**src/design/ulg_pkg.sv**
```systemverilog
`default_nettype none

package ulg_pkg;

	// Field and register widths.
	localparam int TICK_W    = 20;
	localparam int TRIG_W    = 16;
	localparam int SCALE_W   = 24;
	localparam int DIST_W    = 20;
	localparam int LEVEL_W   = 16;
	localparam int CFG_IDX_W = 3;
	localparam int CFG_DAT_W = 24;
	localparam int PROD_W    = TICK_W + SCALE_W;

	// Distance scaling: Q16 fraction, rounded to nearest.
	localparam int DIST_FRAC  = 16;
	localparam int DIST_ROUND = 32768;

	// Shared divider: remainder, dividend and iteration counter widths.
	localparam int DIV_REM_W   = 16;
	localparam int DIV_NUM_W   = 20;
	localparam int DIV_CNT_W   = 5;
	localparam int DIV_ITERS_AVG = 20;
	localparam int DIV_ITERS_LVL = 16;

	localparam int HISTORY_DEPTH_DEF = 8;

	// Configuration register indexes.
	localparam logic [CFG_IDX_W-1:0] CFG_TRIGGER_TICKS = 3'd0;
	localparam logic [CFG_IDX_W-1:0] CFG_RISE_TIMEOUT  = 3'd1;
	localparam logic [CFG_IDX_W-1:0] CFG_FALL_TIMEOUT  = 3'd2;
	localparam logic [CFG_IDX_W-1:0] CFG_DIST_SCALE    = 3'd3;
	localparam logic [CFG_IDX_W-1:0] CFG_TOP_LEVEL     = 3'd4;
	localparam logic [CFG_IDX_W-1:0] CFG_CANISTER_H    = 3'd5;
	localparam logic [CFG_IDX_W-1:0] CFG_CAPACITY      = 3'd6;

	// Configuration values after reset.
	localparam logic [TRIG_W-1:0]  RST_TRIGGER_TICKS = 16'd10;
	localparam logic [TICK_W-1:0]  RST_RISE_TIMEOUT  = 20'd50000;
	localparam logic [TICK_W-1:0]  RST_FALL_TIMEOUT  = 20'd500000;
	localparam logic [SCALE_W-1:0] RST_DIST_SCALE    = 24'd112394;
	localparam logic [LEVEL_W-1:0] RST_TOP_LEVEL     = 16'd1500;
	localparam logic [LEVEL_W-1:0] RST_CANISTER_H    = 16'd6600;
	localparam logic [LEVEL_W-1:0] RST_CAPACITY      = 16'd6000;

	// Datapath operations selected by the control word.
	typedef enum logic [3:0] {
		OP_NOP,
		OP_TAKE,
		OP_MUL,
		OP_STORE,
		OP_AVG_INIT,
		OP_DIV_STEP,
		OP_AVG_DONE,
		OP_LVL_MUL,
		OP_LVL_INIT,
		OP_LVL_DONE,
		OP_EMIT
	} op_t;

	// Jump conditions; the jump is taken when the condition holds.
	typedef enum logic [3:0] {
		JC_NEXT,
		JC_ALWAYS,
		JC_NO_BEAT,
		JC_NO_STORE,
		JC_CLEAN,
		JC_EMPTY,
		JC_DIV_MORE,
		JC_LVL_KNOWN,
		JC_OUT_BUSY
	} jc_t;

	typedef logic [3:0] pc_t;

	// Program addresses.
	localparam pc_t PC_TAKE     = 4'd0;
	localparam pc_t PC_MUL      = 4'd1;
	localparam pc_t PC_STORE    = 4'd2;
	localparam pc_t PC_CHECK    = 4'd3;
	localparam pc_t PC_AVG_INIT = 4'd4;
	localparam pc_t PC_AVG_DIV  = 4'd5;
	localparam pc_t PC_AVG_DONE = 4'd6;
	localparam pc_t PC_LVL_MUL  = 4'd7;
	localparam pc_t PC_LVL_INIT = 4'd8;
	localparam pc_t PC_LVL_DIV  = 4'd9;
	localparam pc_t PC_LVL_DONE = 4'd10;
	localparam pc_t PC_EMIT     = 4'd11;
	localparam pc_t PC_WRAP     = 4'd12;

	typedef struct packed {
		op_t op;
		jc_t jc;
		pc_t target;
	} ucode_t;

	// Datapath status seen by the sequencer's jump logic.
	typedef struct packed {
		logic beat;
		logic store;
		logic dirty;
		logic empty;
		logic div_more;
		logic lvl_known;
		logic out_busy;
	} dp_status_t;

	// Commands to the shared divider.
	typedef struct packed {
		logic load;
		logic step;
	} div_cmd_t;

	// The control program.
	function automatic ucode_t ucode_rom(input pc_t pc);
		ucode_t w;
		unique case (pc)
			PC_TAKE:     w = '{OP_TAKE,     JC_NO_BEAT,   PC_TAKE};
			PC_MUL:      w = '{OP_MUL,      JC_NO_STORE,  PC_CHECK};
			PC_STORE:    w = '{OP_STORE,    JC_NEXT,      PC_TAKE};
			PC_CHECK:    w = '{OP_NOP,      JC_CLEAN,     PC_EMIT};
			PC_AVG_INIT: w = '{OP_AVG_INIT, JC_EMPTY,     PC_AVG_DONE};
			PC_AVG_DIV:  w = '{OP_DIV_STEP, JC_DIV_MORE,  PC_AVG_DIV};
			PC_AVG_DONE: w = '{OP_AVG_DONE, JC_NEXT,      PC_TAKE};
			PC_LVL_MUL:  w = '{OP_LVL_MUL,  JC_NEXT,      PC_TAKE};
			PC_LVL_INIT: w = '{OP_LVL_INIT, JC_LVL_KNOWN, PC_LVL_DONE};
			PC_LVL_DIV:  w = '{OP_DIV_STEP, JC_DIV_MORE,  PC_LVL_DIV};
			PC_LVL_DONE: w = '{OP_LVL_DONE, JC_NEXT,      PC_TAKE};
			PC_EMIT:     w = '{OP_EMIT,     JC_OUT_BUSY,  PC_EMIT};
			PC_WRAP:     w = '{OP_NOP,      JC_ALWAYS,    PC_TAKE};
			default:     w = '{OP_NOP,      JC_ALWAYS,    PC_TAKE};
		endcase
		return w;
	endfunction

endpackage

`default_nettype wire

```
**src/design/ulg_seq.sv**
```systemverilog
`default_nettype none

module ulg_seq (
	input  wire logic               clk,
	input  wire logic               arst_n,
	input  wire ulg_pkg::dp_status_t st,
	output ulg_pkg::ucode_t         uc
);
	import ulg_pkg::*;

	pc_t  pc_q;
	logic taken;

	// Fetch the control word for the current step.
	assign uc = ucode_rom(pc_q);

	// Evaluate the jump condition of this step.
	always_comb begin
		unique case (uc.jc)
			JC_NEXT:      taken = 1'b0;
			JC_ALWAYS:    taken = 1'b1;
			JC_NO_BEAT:   taken = !st.beat;
			JC_NO_STORE:  taken = !st.store;
			JC_CLEAN:     taken = !st.dirty;
			JC_EMPTY:     taken = st.empty;
			JC_DIV_MORE:  taken = st.div_more;
			JC_LVL_KNOWN: taken = st.lvl_known;
			JC_OUT_BUSY:  taken = st.out_busy;
			default:      taken = 1'b1;
		endcase
	end

	// Step counter.
	always_ff @(posedge clk or negedge arst_n) begin
		if (!arst_n) begin
			pc_q <= PC_TAKE;
		end else begin
			pc_q <= taken ? uc.target : pc_q + 4'd1;
		end
	end

endmodule

`default_nettype wire

```
**src/design/ulg_div.sv**
```systemverilog
`default_nettype none

module ulg_div (
	input  wire logic                                 clk,
	input  wire logic                                 arst_n,
	input  wire ulg_pkg::div_cmd_t                    cmd,
	input  wire logic [ulg_pkg::DIV_CNT_W-1:0]        iters,
	input  wire logic [ulg_pkg::DIV_REM_W-1:0]        rem_init,
	input  wire logic [ulg_pkg::DIV_NUM_W-1:0]        num_lo,
	input  wire logic [ulg_pkg::DIV_REM_W-1:0]        divisor,
	output logic      [ulg_pkg::DIV_NUM_W-1:0]        quot,
	output logic                                      more
);
	import ulg_pkg::*;

	logic [DIV_REM_W-1:0] rem_q;
	logic [DIV_NUM_W-1:0] num_q;
	logic [DIV_REM_W-1:0] den_q;
	logic [DIV_NUM_W-1:0] quot_q;
	logic [DIV_CNT_W-1:0] cnt_q;
	logic [DIV_REM_W:0]   trial;
	logic [DIV_REM_W:0]   diff;
	logic                 qbit;

	// One restoring step: bring down the next dividend bit and try the divisor.
	always_comb begin
		trial = {rem_q, num_q[DIV_NUM_W-1]};
		diff  = trial - {1'b0, den_q};
		qbit  = (trial >= {1'b0, den_q});
	end

	assign quot = quot_q;
	assign more = (cnt_q > DIV_CNT_W'(1));

	// Iteration counter.
	always_ff @(posedge clk or negedge arst_n) begin
		if (!arst_n) begin
			cnt_q <= '0;
		end else if (cmd.load) begin
			cnt_q <= iters;
		end else if (cmd.step && cnt_q != '0) begin
			cnt_q <= cnt_q - DIV_CNT_W'(1);
		end
	end

	// Remainder, dividend and quotient registers.
	always_ff @(posedge clk) begin
		if (cmd.load) begin
			rem_q  <= rem_init;
			num_q  <= num_lo;
			den_q  <= divisor;
			quot_q <= '0;
		end else if (cmd.step) begin
			rem_q  <= qbit ? diff[DIV_REM_W-1:0] : trial[DIV_REM_W-1:0];
			num_q  <= {num_q[DIV_NUM_W-2:0], 1'b0};
			quot_q <= {quot_q[DIV_NUM_W-2:0], qbit};
		end
	end

endmodule

`default_nettype wire

```
**src/design/ulg_dp.sv**
```systemverilog
`default_nettype none

module ulg_dp #(
	parameter int HISTORY_DEPTH = ulg_pkg::HISTORY_DEPTH_DEF
) (
	input  wire logic                              clk,
	input  wire logic                              arst_n,
	input  wire ulg_pkg::ucode_t                   uc,
	output ulg_pkg::dp_status_t                    st,
	input  wire logic                              cfg_we,
	input  wire logic [ulg_pkg::CFG_IDX_W-1:0]     cfg_index,
	input  wire logic [ulg_pkg::CFG_DAT_W-1:0]     cfg_data,
	input  wire logic                              in_valid,
	output logic                                   in_ready,
	input  wire logic                              start_req,
	input  wire logic                              echo,
	output logic                                   out_valid,
	input  wire logic                              out_ready,
	output logic                                   trigger,
	output logic                                   busy_res,
	output logic                                   done_res,
	output logic                                   timed_out,
	output logic      [ulg_pkg::DIST_W-1:0]        last_distance,
	output logic      [ulg_pkg::DIST_W-1:0]        avg_distance,
	output logic      [ulg_pkg::LEVEL_W-1:0]       level
);
	import ulg_pkg::*;

	localparam int SLOT_W = (HISTORY_DEPTH > 1) ? $clog2(HISTORY_DEPTH) : 1;
	localparam int CNT_W  = $clog2(HISTORY_DEPTH + 1);
	localparam int SUM_W  = DIST_W + CNT_W;
	localparam int LNUM_W = DIST_W + 1;
	localparam int LPROD_W = 2 * LEVEL_W;

	typedef enum logic [1:0] {PH_IDLE, PH_TRIG, PH_RISE, PH_FALL} phase_t;

	// Configuration registers.
	logic [TRIG_W-1:0]  trig_ticks_q;
	logic [TICK_W-1:0]  rise_to_q;
	logic [TICK_W-1:0]  fall_to_q;
	logic [SCALE_W-1:0] scale_q;
	logic [LEVEL_W-1:0] top_q;
	logic [LEVEL_W-1:0] height_q;
	logic [LEVEL_W-1:0] cap_q;

	// Measurement control.
	phase_t            phase_q, phase_d;
	logic [TICK_W-1:0] tick_q, tick_d, tick_inc;
	logic              trig_d, done_d, tout_d, store_d;
	logic              beat;

	// Per-item flags held until the result is emitted.
	logic              it_trig_q, it_busy_q, it_done_q, it_tout_q, store_q;
	logic [TICK_W-1:0] width_q;

	// Reading ring and running mean.
	logic [DIST_W-1:0] hist_q [HISTORY_DEPTH];
	logic [DIST_W-1:0] old_q;
	logic [SLOT_W-1:0] slot_q;
	logic [CNT_W-1:0]  count_q;
	logic [SUM_W-1:0]  sum_q;
	logic [DIST_W-1:0] last_q;
	logic [DIST_W-1:0] avg_q;
	logic [LEVEL_W-1:0] level_q;
	logic              dirty_q;
	logic              full;

	// Distance scaling.
	logic [PROD_W-1:0]           dprod_q;
	logic [PROD_W:0]             dround;
	logic [PROD_W-DIST_FRAC:0]   dwide;
	logic [DIST_W-1:0]           dist_sat;

	// Level estimate.
	logic [LNUM_W-1:0]  lnum;
	logic [LEVEL_W-1:0] hdiv;
	logic               lzero, lsat;
	logic [LPROD_W-1:0] lprod_q;
	logic               lzero_q, lsat_q;

	// Divider hookup.
	div_cmd_t              div_cmd;
	logic [DIV_CNT_W-1:0]  div_iters;
	logic [DIV_REM_W-1:0]  div_rem;
	logic [DIV_NUM_W-1:0]  div_num;
	logic [DIV_REM_W-1:0]  div_den;
	logic [DIV_NUM_W-1:0]  div_quot;
	logic                  div_more;

	// Output register.
	logic               out_valid_q;
	logic               o_trig_q, o_busy_q, o_done_q, o_tout_q;
	logic [DIST_W-1:0]  o_last_q, o_avg_q;
	logic [LEVEL_W-1:0] o_level_q;
	logic               out_busy;

	assign in_ready = (uc.op == OP_TAKE);
	assign beat     = in_valid && in_ready;
	assign full     = (count_q == CNT_W'(HISTORY_DEPTH));
	assign out_busy = out_valid_q && !out_ready;

	assign st = '{
		beat:      beat,
		store:     store_q,
		dirty:     dirty_q,
		empty:     (count_q == '0),
		div_more:  div_more,
		lvl_known: lzero_q || lsat_q,
		out_busy:  out_busy
	};

	// Configuration writes.
	always_ff @(posedge clk or negedge arst_n) begin
		if (!arst_n) begin
			trig_ticks_q <= RST_TRIGGER_TICKS;
			rise_to_q    <= RST_RISE_TIMEOUT;
			fall_to_q    <= RST_FALL_TIMEOUT;
			scale_q      <= RST_DIST_SCALE;
			top_q        <= RST_TOP_LEVEL;
			height_q     <= RST_CANISTER_H;
			cap_q        <= RST_CAPACITY;
		end else if (cfg_we) begin
			unique case (cfg_index)
				CFG_TRIGGER_TICKS: trig_ticks_q <= cfg_data[TRIG_W-1:0];
				CFG_RISE_TIMEOUT:  rise_to_q    <= cfg_data[TICK_W-1:0];
				CFG_FALL_TIMEOUT:  fall_to_q    <= cfg_data[TICK_W-1:0];
				CFG_DIST_SCALE:    scale_q      <= cfg_data[SCALE_W-1:0];
				CFG_TOP_LEVEL:     top_q        <= cfg_data[LEVEL_W-1:0];
				CFG_CANISTER_H:    height_q     <= cfg_data[LEVEL_W-1:0];
				CFG_CAPACITY:      cap_q        <= cfg_data[LEVEL_W-1:0];
				default:           ;
			endcase
		end
	end

	// Next phase and tick count for one tick.
	always_comb begin
		phase_d  = phase_q;
		tick_d   = tick_q;
		tick_inc = tick_q + TICK_W'(1);
		trig_d   = 1'b0;
		done_d   = 1'b0;
		tout_d   = 1'b0;
		store_d  = 1'b0;
		unique case (phase_q)
			PH_IDLE: begin
				if (start_req) begin
					trig_d = 1'b1;
					if (trig_ticks_q <= TRIG_W'(1)) begin
						phase_d = PH_RISE;
						tick_d  = '0;
					end else begin
						phase_d = PH_TRIG;
						tick_d  = TICK_W'(1);
					end
				end
			end
			PH_TRIG: begin
				trig_d = 1'b1;
				if (tick_inc >= TICK_W'(trig_ticks_q)) begin
					phase_d = PH_RISE;
					tick_d  = '0;
				end else begin
					tick_d = tick_inc;
				end
			end
			PH_RISE: begin
				if (echo) begin
					phase_d = PH_FALL;
					tick_d  = TICK_W'(1);
				end else if (tick_q >= rise_to_q) begin
					phase_d = PH_IDLE;
					tick_d  = '0;
					done_d  = 1'b1;
					tout_d  = 1'b1;
				end else begin
					tick_d = tick_inc;
				end
			end
			PH_FALL: begin
				if (!echo) begin
					phase_d = PH_IDLE;
					tick_d  = '0;
					done_d  = 1'b1;
					store_d = 1'b1;
				end else if (tick_q >= fall_to_q) begin
					phase_d = PH_IDLE;
					tick_d  = '0;
					done_d  = 1'b1;
					tout_d  = 1'b1;
				end else begin
					tick_d = tick_inc;
				end
			end
			default: begin
				phase_d = PH_IDLE;
				tick_d  = '0;
			end
		endcase
	end

	// Round the scaled width to hundredths of a centimetre and saturate.
	always_comb begin
		dround   = {1'b0, dprod_q} + (PROD_W + 1)'(DIST_ROUND);
		dwide    = dround[PROD_W:DIST_FRAC];
		dist_sat = (|dwide[PROD_W-DIST_FRAC:DIST_W]) ? '1 : dwide[DIST_W-1:0];
	end

	// Level numerator and its clamp cases; a zero height divides by one.
	always_comb begin
		hdiv  = (height_q == '0) ? LEVEL_W'(1) : height_q;
		lnum  = LNUM_W'(height_q) + LNUM_W'(top_q) - {1'b0, avg_q};
		lzero = lnum[LNUM_W-1] || (lnum == '0);
		lsat  = !lzero && (lnum[DIST_W-1:0] >= DIST_W'(hdiv));
	end

	// Divider operands for the mean and for the level.
	always_comb begin
		div_cmd   = '{load: 1'b0, step: 1'b0};
		div_iters = DIV_CNT_W'(DIV_ITERS_AVG);
		div_rem   = DIV_REM_W'(sum_q[SUM_W-1:DIST_W]);
		div_num   = sum_q[DIST_W-1:0];
		div_den   = DIV_REM_W'(count_q);
		unique case (uc.op)
			OP_AVG_INIT: begin
				div_cmd.load = (count_q != '0);
			end
			OP_LVL_INIT: begin
				div_cmd.load = !(lzero_q || lsat_q);
				div_iters    = DIV_CNT_W'(DIV_ITERS_LVL);
				div_rem      = lprod_q[LPROD_W-1:LEVEL_W];
				div_num      = {lprod_q[LEVEL_W-1:0], (DIV_NUM_W - LEVEL_W)'(0)};
				div_den      = hdiv;
			end
			OP_DIV_STEP: begin
				div_cmd.step = 1'b1;
			end
			default: ;
		endcase
	end

	ulg_div u_div (
		.clk      (clk),
		.arst_n   (arst_n),
		.cmd      (div_cmd),
		.iters    (div_iters),
		.rem_init (div_rem),
		.num_lo   (div_num),
		.divisor  (div_den),
		.quot     (div_quot),
		.more     (div_more)
	);

	// Control state: phase, ring pointers, result cache and the output beat.
	always_ff @(posedge clk or negedge arst_n) begin
		if (!arst_n) begin
			phase_q     <= PH_IDLE;
			tick_q      <= '0;
			store_q     <= 1'b0;
			slot_q      <= '0;
			count_q     <= '0;
			sum_q       <= '0;
			last_q      <= '0;
			avg_q       <= '0;
			level_q     <= '0;
			dirty_q     <= 1'b1;
			out_valid_q <= 1'b0;
		end else begin
			// A stored reading or a register write leaves the mean and level stale.
			if (cfg_we || uc.op == OP_STORE) begin
				dirty_q <= 1'b1;
			end else if (uc.op == OP_LVL_DONE) begin
				dirty_q <= 1'b0;
			end
			// The output beat is raised on emit and dropped once it is taken.
			if (uc.op == OP_EMIT && !out_busy) begin
				out_valid_q <= 1'b1;
			end else if (out_ready) begin
				out_valid_q <= 1'b0;
			end
			unique case (uc.op)
				OP_TAKE: begin
					if (beat) begin
						phase_q <= phase_d;
						tick_q  <= tick_d;
						store_q <= store_d;
					end
				end
				OP_STORE: begin
					if (full) begin
						sum_q <= sum_q - SUM_W'(old_q) + SUM_W'(dist_sat);
					end else begin
						sum_q   <= sum_q + SUM_W'(dist_sat);
						count_q <= count_q + CNT_W'(1);
					end
					slot_q  <= (slot_q == SLOT_W'(HISTORY_DEPTH - 1)) ? '0 :
						slot_q + SLOT_W'(1);
					last_q  <= dist_sat;
				end
				OP_AVG_DONE: begin
					avg_q <= (count_q == '0) ? '0 : div_quot;
				end
				OP_LVL_INIT: begin
					if (lzero_q) begin
						level_q <= '0;
					end else if (lsat_q) begin
						level_q <= cap_q;
					end
				end
				OP_LVL_DONE: begin
					if (!(lzero_q || lsat_q)) begin
						level_q <= div_quot[LEVEL_W-1:0];
					end
				end
				default: ;
			endcase
		end
	end

	// Payload registers: item flags, products, ring storage and result fields.
	always_ff @(posedge clk) begin
		if (uc.op == OP_TAKE && beat) begin
			it_trig_q <= trig_d;
			it_busy_q <= (phase_d != PH_IDLE);
			it_done_q <= done_d;
			it_tout_q <= tout_d;
			width_q   <= tick_q;
		end
		if (uc.op == OP_MUL) begin
			dprod_q <= PROD_W'(width_q) * PROD_W'(scale_q);
			old_q   <= hist_q[slot_q];
		end
		if (uc.op == OP_STORE) begin
			hist_q[slot_q] <= dist_sat;
		end
		if (uc.op == OP_LVL_MUL) begin
			lprod_q <= LPROD_W'(cap_q) * LPROD_W'(lnum[LEVEL_W-1:0]);
			lzero_q <= lzero;
			lsat_q  <= lsat;
		end
		if (uc.op == OP_EMIT && !out_busy) begin
			o_trig_q  <= it_trig_q;
			o_busy_q  <= it_busy_q;
			o_done_q  <= it_done_q;
			o_tout_q  <= it_tout_q;
			o_last_q  <= last_q;
			o_avg_q   <= avg_q;
			o_level_q <= level_q;
		end
	end

	assign out_valid     = out_valid_q;
	assign trigger       = o_trig_q;
	assign busy_res      = o_busy_q;
	assign done_res      = o_done_q;
	assign timed_out     = o_tout_q;
	assign last_distance = o_last_q;
	assign avg_distance  = o_avg_q;
	assign level         = o_level_q;

endmodule

`default_nettype wire

```
**src/design/ultrasonic_level_gauge.sv**
```systemverilog
// Ultrasonic level gauge: each input beat is one tick carrying a start request and the
// sampled echo level; each tick gives exactly one result beat with the trigger drive,
// busy, done and timeout flags, the latest stored distance, the floor mean of the last
// HISTORY_DEPTH readings and the remaining mass clamped to 0..capacity. A start while idle
// drives the trigger for trigger_ticks ticks, then the echo pulse is timed with separate
// rise and fall timeouts; a good width is scaled by distance_scale_q16 (Q16, rounded) to
// hundredths of a centimetre. A small microcoded sequencer runs the datapath. A tick that
// stores a reading, or the first tick after reset or after any configuration write,
// recomputes the mean and the level through one shared bit-serial divider (20 steps for
// the mean, 16 for the level); any other tick skips the divider. The result sits in an
// output register, so the next tick is taken while it waits. The user must write
// configuration only while idle; the block itself does not enforce it.
`default_nettype none

module ultrasonic_level_gauge #(
	parameter int HISTORY_DEPTH = ulg_pkg::HISTORY_DEPTH_DEF
) (
	input  wire logic                              clk,
	input  wire logic                              arst_n,
	input  wire logic                              cfg_we,
	input  wire logic [ulg_pkg::CFG_IDX_W-1:0]     cfg_index,
	input  wire logic [ulg_pkg::CFG_DAT_W-1:0]     cfg_data,
	input  wire logic                              in_valid,
	output logic                                   in_ready,
	input  wire logic                              start_req,
	input  wire logic                              echo,
	output logic                                   out_valid,
	input  wire logic                              out_ready,
	output logic                                   trigger,
	output logic                                   busy_res,
	output logic                                   done_res,
	output logic                                   timed_out,
	output logic      [ulg_pkg::DIST_W-1:0]        last_distance,
	output logic      [ulg_pkg::DIST_W-1:0]        avg_distance,
	output logic      [ulg_pkg::LEVEL_W-1:0]       level
);
	import ulg_pkg::*;

	ucode_t     uc;
	dp_status_t st;

	// Control program sequencer.
	ulg_seq u_seq (
		.clk    (clk),
		.arst_n (arst_n),
		.st     (st),
		.uc     (uc)
	);

	// Measurement, ring, arithmetic and output register.
	ulg_dp #(
		.HISTORY_DEPTH (HISTORY_DEPTH)
	) u_dp (
		.clk           (clk),
		.arst_n        (arst_n),
		.uc            (uc),
		.st            (st),
		.cfg_we        (cfg_we),
		.cfg_index     (cfg_index),
		.cfg_data      (cfg_data),
		.in_valid      (in_valid),
		.in_ready      (in_ready),
		.start_req     (start_req),
		.echo          (echo),
		.out_valid     (out_valid),
		.out_ready     (out_ready),
		.trigger       (trigger),
		.busy_res      (busy_res),
		.done_res      (done_res),
		.timed_out     (timed_out),
		.last_distance (last_distance),
		.avg_distance  (avg_distance),
		.level         (level)
	);

endmodule

`default_nettype wire

```
**config.mk**
```make
export PLATFORM = sky130hd
export DESIGN_NAME = ultrasonic_level_gauge
export DESIGN_NICKNAME = d
export VERILOG_FILES = /design/src/design/ulg_pkg.sv /design/src/design/ulg_seq.sv /design/src/design/ulg_div.sv /design/src/design/ulg_dp.sv /design/src/design/ultrasonic_level_gauge.sv
export SDC_FILE = /design/constraint.sdc
export NUM_CORES = 2
export LEC_CHECK = 0
export ABC_CLOCK_PERIOD_IN_PS = 20800
export BUFFER_PORTS_ARGS = -buffer_cell sky130_fd_sc_hd__buf_2
export CAP_MARGIN = 10
export CORE_UTILIZATION = 40
export CTS_CLUSTER_SIZE = 14
export DETAILED_ROUTE_END_ITERATION = 8
export PLACE_DENSITY = 0.62
export SYNTH_ARGS = -nofsm -noshare
export SYNTH_HDL_FRONTEND = slang
export SYNTH_SLANG_ARGS = --single-unit
```
**constraint.sdc**
```tcl
create_clock -name clk -period 20.8 [get_ports clk]
set_clock_uncertainty 0.1 [all_clocks]
set_input_delay 4.16 -clock clk [delete_from_list [all_inputs] [get_ports clk]]
set_output_delay 4.16 -clock clk [all_outputs]
set_load 0.005 [all_outputs]
```
# [Word level (Yosys, flattened, before mapping)]
# Memory sizes are Yosys's and may differ from the RTL's. A register that Yosys moved wholly into a read port is not among the register bits.
# Cells that the tools add are included.
[op_classes] n_lt_le_gt_ge=7 eq_ne=31 add_sub_neg=12 muxes=57 n_bitwise=1 multipliers=2 reduce_logical=42
[ops] cell="2-to-1 mux 20 bit" count=11
[ops] cell="2-to-1 mux 16 bit" count=8
[ops] cell="case mux 20 bit (4 select lines)" count=1
[ops] cell="adder 24 x 20 -> 24 bit" count=2
[ops] cell="adder 44 x 16 -> 45 bit (second input constant)" count=1
[ops] cell="multiplier 20 x 24 -> 44 bit" count=1
[ops] cell=">= comparator 20 x 16 -> 1 bit" count=2
[ops] cell=">= comparator 20 bit" count=2
[ops] cell="== test 4 x 3 -> 1 bit (second input constant)" count=8
[ops] cell="multiplier 16 x 16 -> 32 bit" count=1
[ops] cell="case mux 16 bit (2 select lines)" count=1
[ops] cell="2-to-1 mux 24 bit" count=1
[ops] cell="subtractor 24 x 20 -> 24 bit" count=1
[ops] cell="logical NOT 21 bit" count=1
[ops] cell="subtractor 21 x 20 -> 21 bit" count=1
[ops] cell="adder 20 x 1 -> 20 bit (second input constant)" count=1
[ops] cell="== test 4 bit (second input constant)" count=5
[ops] cell="AND reduction 2 bit" count=9
[ops] cell="adder 16 x 16 -> 17 bit" count=1
[ops] cell=">= comparator 17 x 16 -> 1 bit" count=1
[ops] cell="== test 4 x 2 -> 1 bit (second input constant)" count=4
[ops] cell="<= comparator 16 x 1 -> 1 bit (second input constant)" count=1
[ops] cell="logical NOT 16 bit" count=1
[ops] cell="2-to-1 mux 1 bit" count=16
[ops] cell="other kinds (32)" count=71
[word_totals] ramBits=160 romBits=192 register_bits=483 elab_cells=195 n_memories=2
[mem_list] name="(no name shown)" depth=16 word_bits=12 rd=1 rd_ports_with_merged_regs=0 wr=0 line="ulg_pkg.sv:117" rtl="unique case (pc)"
[mem_list] name="u_dp.hist_q" depth=8 word_bits=20 rd=1 rd_ports_with_merged_regs=1 wr=1 line="ulg_dp.sv:57" rtl="logic [DIST_W-1:0] hist_q [HISTORY_DEPTH];"

# [Longest topological paths before layout]
[depth] ltp_word=6 depth_mapped=43

# [By module]
# Synthesis repeated with hierarchy kept, for this count alone.
[hier_totals] hier_cells=5416 hier_area_um2=55600.8
[by_module_without_submodules] mod="ulg_dp" area_each_um2=50922.6 instances=1 cells_each=4975
[by_module_without_submodules] mod="ulg_div" area_each_um2=4062.6 instances=1 cells_each=368
[by_module_without_submodules] mod="ulg_seq" area_each_um2=615.6 instances=1 cells_each=73

# [Worst setup path after synthesis]
# Ideal clock, no wire load.
[synth_timing] kind="register -> register" start="register u_dp.top_q[2]" end="register u_dp.lprod_q[31] (data pin)" period_less_slack_ns=9.684 n_path_buf=2 setup_time_ns=0.260 path_stages_with_launch=40 arrival_time_ns=9.324 slack_ns=11.116 path_cell_list="dfstp_2 -> ha_1 -> nor2b_1 -> o21ai_0 -> a21boi_0 -> o21a_1 -> o21ai_0 -> a21oi_1 -> or3_1 -> o211ai_1 -> xnor2_1 -> ha_1 -> a21oi_1 -> nand2_1 -> a2111o_1 -> a41oi_2 -> xnor2_1 -> clkbuf_1 -> [... 4 more ...] -> fa_1 -> fa_1 -> fa_1 -> inv_1 -> fa_1 -> inv_1 -> ha_1 -> clkbuf_1 -> a21oi_1 -> o21ai_0 -> a2111oi_0 -> o31ai_1 -> a41o_1 -> o41a_1 -> nand2b_1 -> and4_1 -> a21oi_1 -> xnor2_1"
[synth_via] elab_chain_len=3
[synth_lines] item="from (decl)" line="ulg_dp.sv:42" rtl="logic [LEVEL_W-1:0] top_q;"
[synth_lines] item="from (signal assigned)" line="ulg_dp.sv:128" rtl="CFG_TOP_LEVEL: top_q <= cfg_data[LEVEL_W-1:0];"
[synth_lines] item="adder 16 x 16 -> 17 bit" line="ulg_dp.sv:212" rtl="lnum = LNUM_W'(height_q) + LNUM_W'(top_q) - {1'b0, avg_q};"
[synth_lines] item="subtractor 21 x 20 -> 21 bit" line="ulg_dp.sv:212"
[synth_lines] item="multiplier 16 x 16 -> 32 bit" line="ulg_dp.sv:337" rtl="lprod_q <= LPROD_W'(cap_q) * LPROD_W'(lnum[LEVEL_W-1:0]);"
[synth_lines] item="to (signal assigned)" line="ulg_dp.sv:337"
[synth_lines] item="to (decl)" line="ulg_dp.sv:78" rtl="logic [LPROD_W-1:0] lprod_q;"
# Every way passes these cells.
# A chain may end at the register's enable or synchronous reset.

# [Worst setup path in the final report]
[layout_timing] start="register u_dp.height_q[0]" end="register u_dp.lprod_q[31] (data pin)"
[layout_via] elab_chain_len=3
[layout_lines] item="from (decl)" line="ulg_dp.sv:43" rtl="logic [LEVEL_W-1:0] height_q;"
[layout_lines] item="from (signal assigned)" line="ulg_dp.sv:129" rtl="CFG_CANISTER_H: height_q <= cfg_data[LEVEL_W-1:0];"
[layout_lines] item="adder 16 x 16 -> 17 bit" line="ulg_dp.sv:212"
[layout_lines] item="subtractor 21 x 20 -> 21 bit" line="ulg_dp.sv:212"
[layout_lines] item="multiplier 16 x 16 -> 32 bit" line="ulg_dp.sv:337"
# Every way passes these cells.

==> results.json <==
{
  "setup_tns_ns": 0,
  "end_kind": "flop",
  "yosys.area.top_type_share": 0.222,
  "htreeDepth": 3,
  "dieHeight_um": 372,
  "hp-class": "reg -> reg",
  "synth_edf_count": 379,
  "synthCells": 5385,
  "r2r-start": "u_dp.height_q[0]",
  "cts_buffers": 75,
  "rsz0062_at_grt": "no",
  "drive_gt1_frac": 0.0870,
  "hold_depth": 0,
  "via_per_inst": 5.34,
  "syn-num-nets": 6465,
  "ant_nets": 0,
  "hold_viol": 0,
  "diodes": 0,
  "routed_wl_um": 147000,
  "post-route-drc-count": 0,
  "gp_congestion": 0.855,
  "yosysWarnings": 0,
  "slew_headroom": 0.221,
  "grt_first_pass_wirelength_um": 231000,
  "ys_seq_elements": 648,
  "cpMostUsedCell": "fa_1",
  "vias": 38700,
  "cts_tree": "built",
  "hold_end": "u_dp.busy_res",
  "synth_top_flop_cell": "edfxtp_1",
  "fmax_mhz": 96.2,
  "cts-resized-gates": 0,
  "yosysMostFrequentCell": "inv_1",
  "clockRootBuffer": "clkbuf_16",
  "grt_pass1_vias": 39900,
  "setup_violations": 0,
  "clk_path_buf_depth": 3,
  "fill_cells": 12900,
  "design_area_mm2": 0.0599,
  "crit_fanout": 18,
  "r2r_slack_ns": 10.40,
  "dpl_cell_area_mm2": 0.0573,
  "die_area_mm2": 0.139,
  "post-route-period-util": 0.500,
  "synth_top_cell_by_area": "fa_1",
  "core_area_mm2": 0.136,
  "cpPeakStageDelay_ns": 0.55,
  "reg2regPathDepth": 40,
  "final_nets": 6474,
  "critical_path_required_ns": 21.13,
  "run_status": "completed",
  "hold_path_startpoint": "u_dp.it_busy_q",
  "max_cap_violations": 0,
  "synth_commonest_cells": "803 x inv_1, 784 x nand2_1, 609 x fa_1, 437 x ha_1, 379 x edfxtp_1",
  "grt_overflow": 0,
  "portBuffers": 95,
  "syn_avg_cell_area_um2": 10.2,
  "synthTopCellsByArea": "fa_1 22%, edfxtp_1 21%, ha_1 10%",
  "dp_hpwl_um": 107000,
  "drt_iter0_drc": 2959,
  "reg2reg_to": "u_dp.lprod_q[31]",
  "cts.clk_slew.worst_paths_ns": 0.06,
  "crit_arrival_ns": 10.73,
  "grt_usage": 0.216,
  "grt_max_degree": 155,
  "slowest_stage": "fa_1",
  "synth_area_mm2": 0.0548,
  "dr.pass1.iters": 6,
  "grt_antenna_before_repair": 5,
  "yosysSeqAreaShare": 0.329,
  "post-cts-setup-buffers": 0,
  "finalCriticalPeriod_ns": 10.40,
  "clock_sinks": 648,
  "ctsHoldBuffers": 0,
  "path_class": "reg -> reg",
  "fp.dieW_um": 372,
  "rows": 135,
  "wl_per_cell_um": 20.3,
  "worst_skew_pair.late_latency_ns": 0.69,
  "slew_viol_final": 0,
  "area_delta_synth_final_pct": 9.20,
  "io_pins": 96,
  "synthDistinctLibCells": 92,
  "async_reset_ff_frac": 0.384,
  "worst_pin_slew_ns": 1.17,
  "start_kind": "flop",
  "start_util": 0.404
}
area by class of cell:
cell class / count / area [um^2] / share of cell area
inverter: 806 / 3030 / 0.0505
timing repair buffer: 175 / 1100 / 0.0183
sequential: 648 / 18100 / 0.302
clock inverter: 34 / 405 / 0.00677
multi-input combinational: 3688 / 32900 / 0.550
tap: 1781 / 2230 / 0.0372
clock buffer: 106 / 2140 / 0.0357
flip-flops by register name, summed over array words and instances (netlist names), 24 cells and up:
name and flops:
u_dp.hist_q 160, u_dp.lprod_q 32, u_dp.dprod_q 29, u_dp.scale_q 24, u_dp.sum_q 24
critical path, delay by kind of cell (launching register included):
| family | cells | cell delay (ns) |
|---|---|---|
| and+or+nand+nor | 6 | 0.92 |
| AOI/OAI and AO/OA | 16 | 3.57 |
| DFF | 1 | 0.40 |
| adders and majority gates | 10 | 4.24 |
| xor gates and xnor gates | 3 | 0.43 |
| buffers and inverters | 5 | 0.49 |
worst max-delay path by stage:
stage                           startpoint  slack [ns]  cells past startpoint          endpoint
final                     u_dp.height_q[0]       10.40                     40  u_dp.lprod_q[31]
after global routing      u_dp.height_q[0]        9.53                     40  u_dp.lprod_q[31]
after CTS                 u_dp.height_q[0]       10.45                     40  u_dp.lprod_q[31]
after detailed placement  u_dp.height_q[0]       10.48                     40  u_dp.lprod_q[31]
after global placement    u_dp.height_q[0]       10.55                     40  u_dp.lprod_q[31]
after floorplan              u_dp.top_q[2]       11.12                     39  u_dp.lprod_q[31]
cell families (layout without fill, tap and decap cells):
family / count (synthesis) / count (layout) / share of synthesized area
muxes: 110 / 110 / 0.0219
adders and majority gates: 1046 / 1046 / 0.322
buffers and inverters: 1049 / 1121 / 0.0723
and+or+nand+nor: 1598 / 1598 / 0.138
xor gates and xnor gates: 157 / 157 / 0.0251
AOI/OAI and AO/OA: 777 / 777 / 0.0910
DFF: 648 / 648 / 0.329
per-layer routing:
layer  vias up  part of all wire  routed length (um)  global-route usage
met4         2             0.021                3110              0.0555
met1     19600              0.45               65900               0.300
met5         -          0.000075                  11                   0
li1      17700                 -                   -                   -
met3       193             0.061                9030              0.0304
met2      1150              0.47               68900               0.355
cells in the final DEF, fill, tap and decap left out, types with 22 or more instances in the layout:
| cell type | count |
|---|---|
| dfrtp_1 | 204 |
| xor2_1 | 57 |
| nor3_1 | 54 |
| mux2i_1 | 31 |
| nand4_1 | 41 |
| fa_1 | 609 |
| a211oi_1 | 25 |
| nor4_1 | 22 |
| nand2_1 | 784 |
| nor2_1 | 149 |
| inv_1 | 803 |
| buf_2 | 94 |
| clkbuf_16 | 78 |
| o21ai_0 | 232 |
| a31oi_1 | 45 |
| nor2b_1 | 38 |
| a22oi_1 | 87 |
| and2_1 | 269 |
| a21oi_1 | 155 |
| mux2_2 | 79 |
| nand2b_1 | 39 |
| xnor2_1 | 100 |
| nand3_1 | 84 |
| a22o_1 | 22 |
| buf_4 | 79 |
| dfstp_2 | 45 |
| ha_1 | 437 |
| o21a_1 | 35 |
| a21o_1 | 51 |
| edfxtp_1 | 379 |
metrics by stage:
stage | setup slack, ns | hold WS (ns) | std cells | utilization
after global routing | 9.53 | 0.350 | 7238 | 0.441
final | 10.40 | 0.324 | 7238 | 0.441
after global placement | 10.55 | 0.328 | 7098 | 0.422
after CTS | 10.45 | 0.330 | 7238 | 0.441
after floorplan | 11.12 | 0.300 | 5385 | -
after detailed placement | 10.48 | 0.322 | 7098 | 0.422
Power is left out: the tool's default activity adds up to more than one toggle a clock period on the data nets, which glitch-free logic cannot reach.
